$ cat src/boxiou_pkg.sv
// Shared types and constants for the box intersection-over-union block.
package boxiou_pkg;

    // Fixed field widths of the input and result beats.
    localparam int FIELD_BITS = 16;
    localparam int RATIO_BITS = 17;

    // One input beat: two boxes as near corner plus size.
    typedef struct packed {
        logic [FIELD_BITS-1:0] a_x;
        logic [FIELD_BITS-1:0] a_y;
        logic [FIELD_BITS-1:0] a_w;
        logic [FIELD_BITS-1:0] a_h;
        logic [FIELD_BITS-1:0] b_x;
        logic [FIELD_BITS-1:0] b_y;
        logic [FIELD_BITS-1:0] b_w;
        logic [FIELD_BITS-1:0] b_h;
    } box_pair_t;

    // One result beat.
    typedef struct packed {
        logic [RATIO_BITS-1:0] ratio_q16;
        logic                  disjoint;
    } iou_result_t;

    // Control that travels alongside each item through the divider.
    typedef struct packed {
        logic valid;
        logic disjoint;
    } div_side_t;

endpackage

$ cat src/boxiou_div.sv
// Pipelined restoring divider producing one quotient bit per stage.
module boxiou_div
    import boxiou_pkg::*;
#(
    parameter int NUM_BITS  = 32,
    parameter int DEN_BITS  = 33,
    parameter int FRAC_BITS = 16
) (
    input  logic                 aclk,
    input  logic                 aresetn,
    input  logic                 en,
    input  div_side_t            side_in,
    input  logic [NUM_BITS-1:0]  num,
    input  logic [DEN_BITS-1:0]  den,
    output div_side_t            side_out,
    output logic [FRAC_BITS:0]   quot
);

    localparam int QW = FRAC_BITS + 1;

    // Per-stage registers; the last stage keeps only the quotient and side data.
    logic [DEN_BITS-1:0] rem_reg  [0:FRAC_BITS-1];
    logic [DEN_BITS-1:0] den_reg  [0:FRAC_BITS-1];
    logic [QW-1:0]       quot_reg [0:FRAC_BITS];
    div_side_t           side_reg [0:FRAC_BITS];

    // Integer bit: one bit suffices while the numerator does not exceed the denominator.
    logic [DEN_BITS-1:0] num_ext;
    logic                int_ge;
    logic [DEN_BITS-1:0] int_rem_next;

    assign num_ext      = DEN_BITS'(num);
    assign int_ge       = (num_ext >= den);
    assign int_rem_next = int_ge ? (num_ext - den) : num_ext;

    always_ff @(posedge aclk) begin
        if (!aresetn) begin
            side_reg[0].valid <= 1'b0;
        end else if (en) begin
            side_reg[0] <= side_in;
        end
    end

    always_ff @(posedge aclk) begin
        if (en) begin
            rem_reg[0]  <= int_rem_next;
            den_reg[0]  <= den;
            quot_reg[0] <= QW'(int_ge);
        end
    end

    // Fraction bits: shift the remainder, compare, subtract.
    for (genvar k = 1; k <= FRAC_BITS; k++) begin : g_stage
        logic [DEN_BITS:0] shifted;
        logic [DEN_BITS:0] diff;
        logic              ge;

        assign shifted = {rem_reg[k-1], 1'b0};
        assign diff    = shifted - {1'b0, den_reg[k-1]};
        assign ge      = (shifted >= {1'b0, den_reg[k-1]});

        always_ff @(posedge aclk) begin
            if (!aresetn) begin
                side_reg[k].valid <= 1'b0;
            end else if (en) begin
                side_reg[k] <= side_reg[k-1];
            end
        end

        always_ff @(posedge aclk) begin
            if (en) begin
                quot_reg[k] <= {quot_reg[k-1][QW-2:0], ge};
            end
        end

        if (k < FRAC_BITS) begin : g_rem
            always_ff @(posedge aclk) begin
                if (en) begin
                    rem_reg[k] <= ge ? diff[DEN_BITS-1:0] : shifted[DEN_BITS-1:0];
                    den_reg[k] <= den_reg[k-1];
                end
            end
        end
    end

    assign side_out = side_reg[FRAC_BITS];
    assign quot     = quot_reg[FRAC_BITS];

endmodule

$ cat config.mk
export PLATFORM = sky130hd
export DESIGN_NAME = boxiou_div
export DESIGN_NICKNAME = d
export VERILOG_FILES = /design/src/boxiou_pkg.sv /design/src/boxiou_div.sv
export SDC_FILE = /design/constraint.sdc
export NUM_CORES = 2
export LEC_CHECK = 0
export BUFFER_PORTS_ARGS = -buffer_cell sky130_fd_sc_hd__buf_2
export CORE_MARGIN = 8
export CORE_UTILIZATION = 45
export CTS_CLUSTER_DIAMETER = 30
export DETAILED_ROUTE_END_ITERATION = 10
export GPL_ROUTABILITY_DRIVEN = 0
export HOLD_SLACK_MARGIN = 0.12
export PLACE_DENSITY = 0.57
export SYNTH_ARGS = -nofsm -noshare
export SYNTH_HDL_FRONTEND = slang
export SYNTH_SLANG_ARGS = --single-unit
$ cat constraint.sdc
create_clock -name aclk -period 7.5 [get_ports aclk]
set_input_delay 1.125 -clock aclk [delete_from_list [all_inputs] [get_ports aclk]]
set_output_delay 1.125 -clock aclk [all_outputs]
set_load 0.005 [all_outputs]
# Word level (Yosys, flattened, before mapping)
# Memories as Yosys holds them, arrays and structs flattened.
# Cells that the tools add are included.
[totals]
reg_bits = 0
latchBits = 0
ram_bits = 1379
rom_bits = 0
input_bits = 70
output_inout_bits = 19
elab_cells = 92
n_memories = 4
[classes]
n_addsub = 16
n_mul = 0
div = 0
magnitude_cmp = 17
eq_ne = 0
shifts = 0
mux = 38
bitwise = 17
reduce_logical = 0
[mem_list]
columns = ["memory", "depth", "word_bits", "rd", "rd_clocked_by_memory_dff", "write_ports", "line", "source"]
rows = [
  ["den_reg", 16, 33, 16, 0, 16, "boxiou_div.sv:23", "logic [DEN_BITS-1:0] den_reg [0:FRAC_BITS-1];"],
  ["rem_reg", 16, 33, 16, 0, 16, "boxiou_div.sv:22", "logic [DEN_BITS-1:0] rem_reg [0:FRAC_BITS-1];"],
  ["quot_reg", 17, 17, 17, 0, 17, "boxiou_div.sv:24", "logic [QW-1:0] quot_reg [0:FRAC_BITS];"],
  ["side_reg", 17, 2, 17, 0, 17, "boxiou_div.sv:25", "div_side_t side_reg [0:FRAC_BITS];"],
]
[op_table]
columns = ["operator", "n"]
rows = [
  ["34-bit by 33-bit greater-or-equal comparator with 1-bit output", 16],
  ["33-bit 2-to-1 mux", 16],
  ["33-bit subtractor", 15],
  ["32-bit by 33-bit greater-or-equal comparator with 1-bit output", 1],
  ["32-bit by 33-bit subtractor with 33-bit output", 1],
  ["1-bit 2-to-1 mux", 22],
  ["1-bit bitwise OR", 17],
]

# Longest topological paths before layout
[logic_depth]
depth_word = 4
ltp_mapped = 15
mapped_depth_nobuf = 13

# Worst setup path after synthesis
# OpenSTA, ideal clock, no wires.
[synth_timing]
path_type = "input -> register"
from = "in den[1]"
to = "mem rem_reg[0][13] (data pin)"
setup_time_ns = 0.260
t_arrival_ns = 3.757
required_ns = 7.240
path_slack_ns = 3.483
path_stages = 12
path_buffers = 1
cell_sequence = "inv_1 ha_1 nor2b_1 o2111ai_1 a41oi_1 a21oi_1 o21a_1 o31ai_1 o41ai_1 o21ai_1 buf_2 mux2_2"
[synth_lines]
columns = ["element", "line", "source"]
rows = [
  ["start, declared", "boxiou_div.sv:14", "input logic [DEN_BITS-1:0] den,"],
  ["end, declared", "boxiou_div.sv:22", ""],
]

==> flow_summary.json <==
{
  "synth.yosys.warnings": 0,
  "timing.rr.start": "den_reg[0][165]$_DFFE_PP_",
  "post-place-ws_ps": 2350,
  "hold_viol": 0,
  "grt_max_degree": 165,
  "drtIter0Drc": 2633,
  "netlist_area_um2": 72400,
  "via_per_inst": 5.37,
  "cts-htree-levels": 5,
  "worst_slack_ps": 2690,
  "synth_compound_area_share_pct": 15.7,
  "drt_pass1_iterations": 6,
  "finalClockSkew_ps": 68.5,
  "wirelength_um": 154000,
  "synth.largest_area_cell": "edfxtp_1",
  "place_hpwl_um": 115000,
  "cts_buffer_depth": 4,
  "path_max_fanout": 33,
  "final_cells": 9183,
  "synth.mux.area_fraction_pct": 4.05,
  "met1_usage_pct": 15.7,
  "synthAdderAreaFrac_pct": 10.1,
  "grt_pass1_vias": 51772,
  "vias": 49337,
  "cp_slowest_stage_delay_ps": 710,
  "post-cts-setup-buffers": 0,
  "cp-startpoint": "den_reg[0][165]$_DFFE_PP_",
  "ys_types": 93,
  "crit_chain": "fa_1 > nand2b_1 > a21boi_0 > o21ai_0 > a211oi_1 > o22ai_1 > o31ai_1 > nand3b_1 > a311o_2 > buf_4 > mux2_2",
  "grt_first_pass_wirelength_um": 249000,
  "cts-root-buf": "clkbuf_16",
  "worst_path_max_delay_cell": "a211oi_1",
  "dieArea_um2": 174000,
  "use_met2_pct": 34.3,
  "multi_input_area_um2": 31900,
  "cts.clk_slew.worst_paths_ps": 50,
  "seqCellArea_um2": 37300,
  "vdd_drop_max_v": 0.000299,
  "status": "finished, final reports clean",
  "diodes": 0,
  "ant_nets": 0,
  "numCtsBuffers": 319,
  "fillers": 13694,
  "setup_viol": 0,
  "grt_use_total_pct": 17.3,
  "synth_top_family_by_area": "compound AO/OA/AOI/OAI gates",
  "port_buffers": 88,
  "async_flop_share_pct": 0,
  "startpoint_type": "flop",
  "clk_latency_ps": 870,
  "timing.hold.ws_ps": 388,
  "cts_tree": "done",
  "grt-busiest-layer": "met2",
  "yosys_most_used_dff": "edfxtp_1",
  "crit_arrival_ps": 5390,
  "drc": 0,
  "nets": 7443,
  "placedCellCount": 8637,
  "cts_resized": 0,
  "syn_to_final_growth_pct": 18.4,
  "placeableCoreArea_um2": 160000,
  "clock.fmax_ghz": 0.208,
  "rsz0062_at_grt": "no",
  "avgSynthCellArea_um2": 11.2,
  "max_slew_margin_pct": 18.0,
  "io_pins": 89,
  "endpoint_kind": "flop",
  "worstPathRequired_ps": 8080,
  "post_route_cells_drive_above_1_share_pct": 12.7,
  "start_util_pct": 45.2,
  "grt-ovfl-total": 0,
  "synth-simple-area-share_pct": 8.65,
  "post-route-period-util_pct": 64.2,
  "tightest_slew_ps": 1220,
  "fp-row-count": 147,
  "drv_cap": 0,
  "fin_crit_ps": 4810,
  "critPathKind": "reg -> reg",
  "cellLeakagePower_nw": 35.6,
  "grt_use_met3_pct": 2.73,
  "synth_seq_cells": 1243,
  "synth_fp_nets": 7136,
  "slew_viol_final": 0,
  "seq_area_frac_synth_pct": 51.6,
  "power_density_nw_per_um2": 464,
  "hold_path.class": "reg -> reg",
  "die_w_um": 417,
  "synth.area.top_cells": "edfxtp_1 52%, ha_1 9.7%, a21oi_1 4.3%",
  "die_h_um": 417,
  "cts_hold_buf": 0,
  "synth_top_area_share_pct": 51.5,
  "finish.utilization_pct": 53.5,
  "cts.sink_count": 1243,
  "wl_per_cell_um": 16.7,
  "synth_xor_area_share_pct": 5.48,
  "min_from": "quot_reg[0][213]$_DFFE_PP_",
  "netlist_instances": 6491,
  "antenna_found_initial": 0,
  "synth_edf_count": 1242,
  "final.setup.tns_ps": 0
}
kinds of logic (layout without fill, tap and decap cells):
kind of cell	Yosys count	in the layout
AOI/OAI and AO/OA	1806	1806
xor gates and xnor gates	453	453
adders and majority gates	575	575
buffers and inverters	836	1368
DFF	1243	1243
muxes	261	261
and+or+nand+nor	1317	1317
metrics by stage:
stage	total power [W]	cell area, um2
floorplan	0.0232	72400
global placement	0.0265	75400
detailed placement	0.0267	75400
CTS	0.0400	85700
global route	0.0423	85700
finish	0.0398	85700
layer usage:
metal	wire, um	vias to the layer above	part of all wire [%]
met4	11300	0	7.4
met5	0	-	0
met2	83500	1165	54
met3	4670	670	3.0
li1	-	24521	-
met1	54100	22981	35
placed cells by master (no fill, tap or decap), drive strengths merged, types with 18 or more instances in the layout:
master,instances
clkinv,99
mux2,254
inv,697
nand2,338
a21o,277
o21a,78
ha,559
a21oi,625
a211oi,48
xor2,168
nand3,86
a21boi,19
nor2,425
o31a,21
o31ai,41
and3,65
buf,132
nor2b,68
clkinvlp,21
bufinv,40
a31oi,53
or3,19
or2,18
o21ai,372
xnor2,285
clkbuf,379
and2,35
o211ai,18
nor3,42
nor4,18
edfxtp,1242
nand4,96
o21bai,101
nand2b,68
cell type report:
| type | count | share of cell area, % |
|---|---|---|
| flip-flops and latches | 1243 | 43.5 |
| well taps | 2160 | 3.15 |
| clock inverters | 167 | 2.19 |
| multi-input cells | 4412 | 37.2 |
| clock buffers | 379 | 9.87 |
| inverters | 690 | 3.02 |
| repair buffers | 132 | 0.990 |
worst max-delay path: cells and delay by family, from the launching register on:
| kind | cells | cell delay (ps) |
|---|---|---|
| compound gates | 6 | 2590 |
| fa+ha+maj | 1 | 450 |
| buf+inv | 1 | 360 |
| flops | 1 | 460 |
| mux | 1 | 360 |
| simple gates | 2 | 320 |
synthesized netlist by cell type, drive strengths merged (13+ instances only):
library cell  number
a211oi            48
a21boi            19
a21o             277
a21oi            625
a221oi            13
a31oi             53
a41oi             15
and2              35
and3              65
and4              14
buf               43
clkbuf           103
edfxtp          1242
fa                16
ha               559
inv              690
mux2             254
nand2            338
nand2b            68
nand3             86
nand4             96
nor2             425
nor2b             68
nor3              42
nor4              18
o211ai            18
o21a              78
o21ai            372
o21bai           101
o31a              21
o31ai             41
or2               18
or3               19
xnor2            285
xor2             168
path summary, 6_finish.rpt:
kind                                                    to  cells after the start  slack (ps)
worst max register to register     rem_reg[6][4]$_DFFE_PP_                     11        2690
worst max-delay path               rem_reg[6][4]$_DFFE_PP_                     11        2690
worst min register to register  quot_reg[0][231]$_DFFE_PP_                      0         390
worst min-delay path            quot_reg[0][231]$_DFFE_PP_                      0         390
where the power goes:
group          total, W  internal (W)  switching (W)
logic            0.0155       0.00687        0.00864
registers        0.0113        0.0104       0.000900
clock network    0.0130       0.00925        0.00373
(Power assumes the default switching activity.)
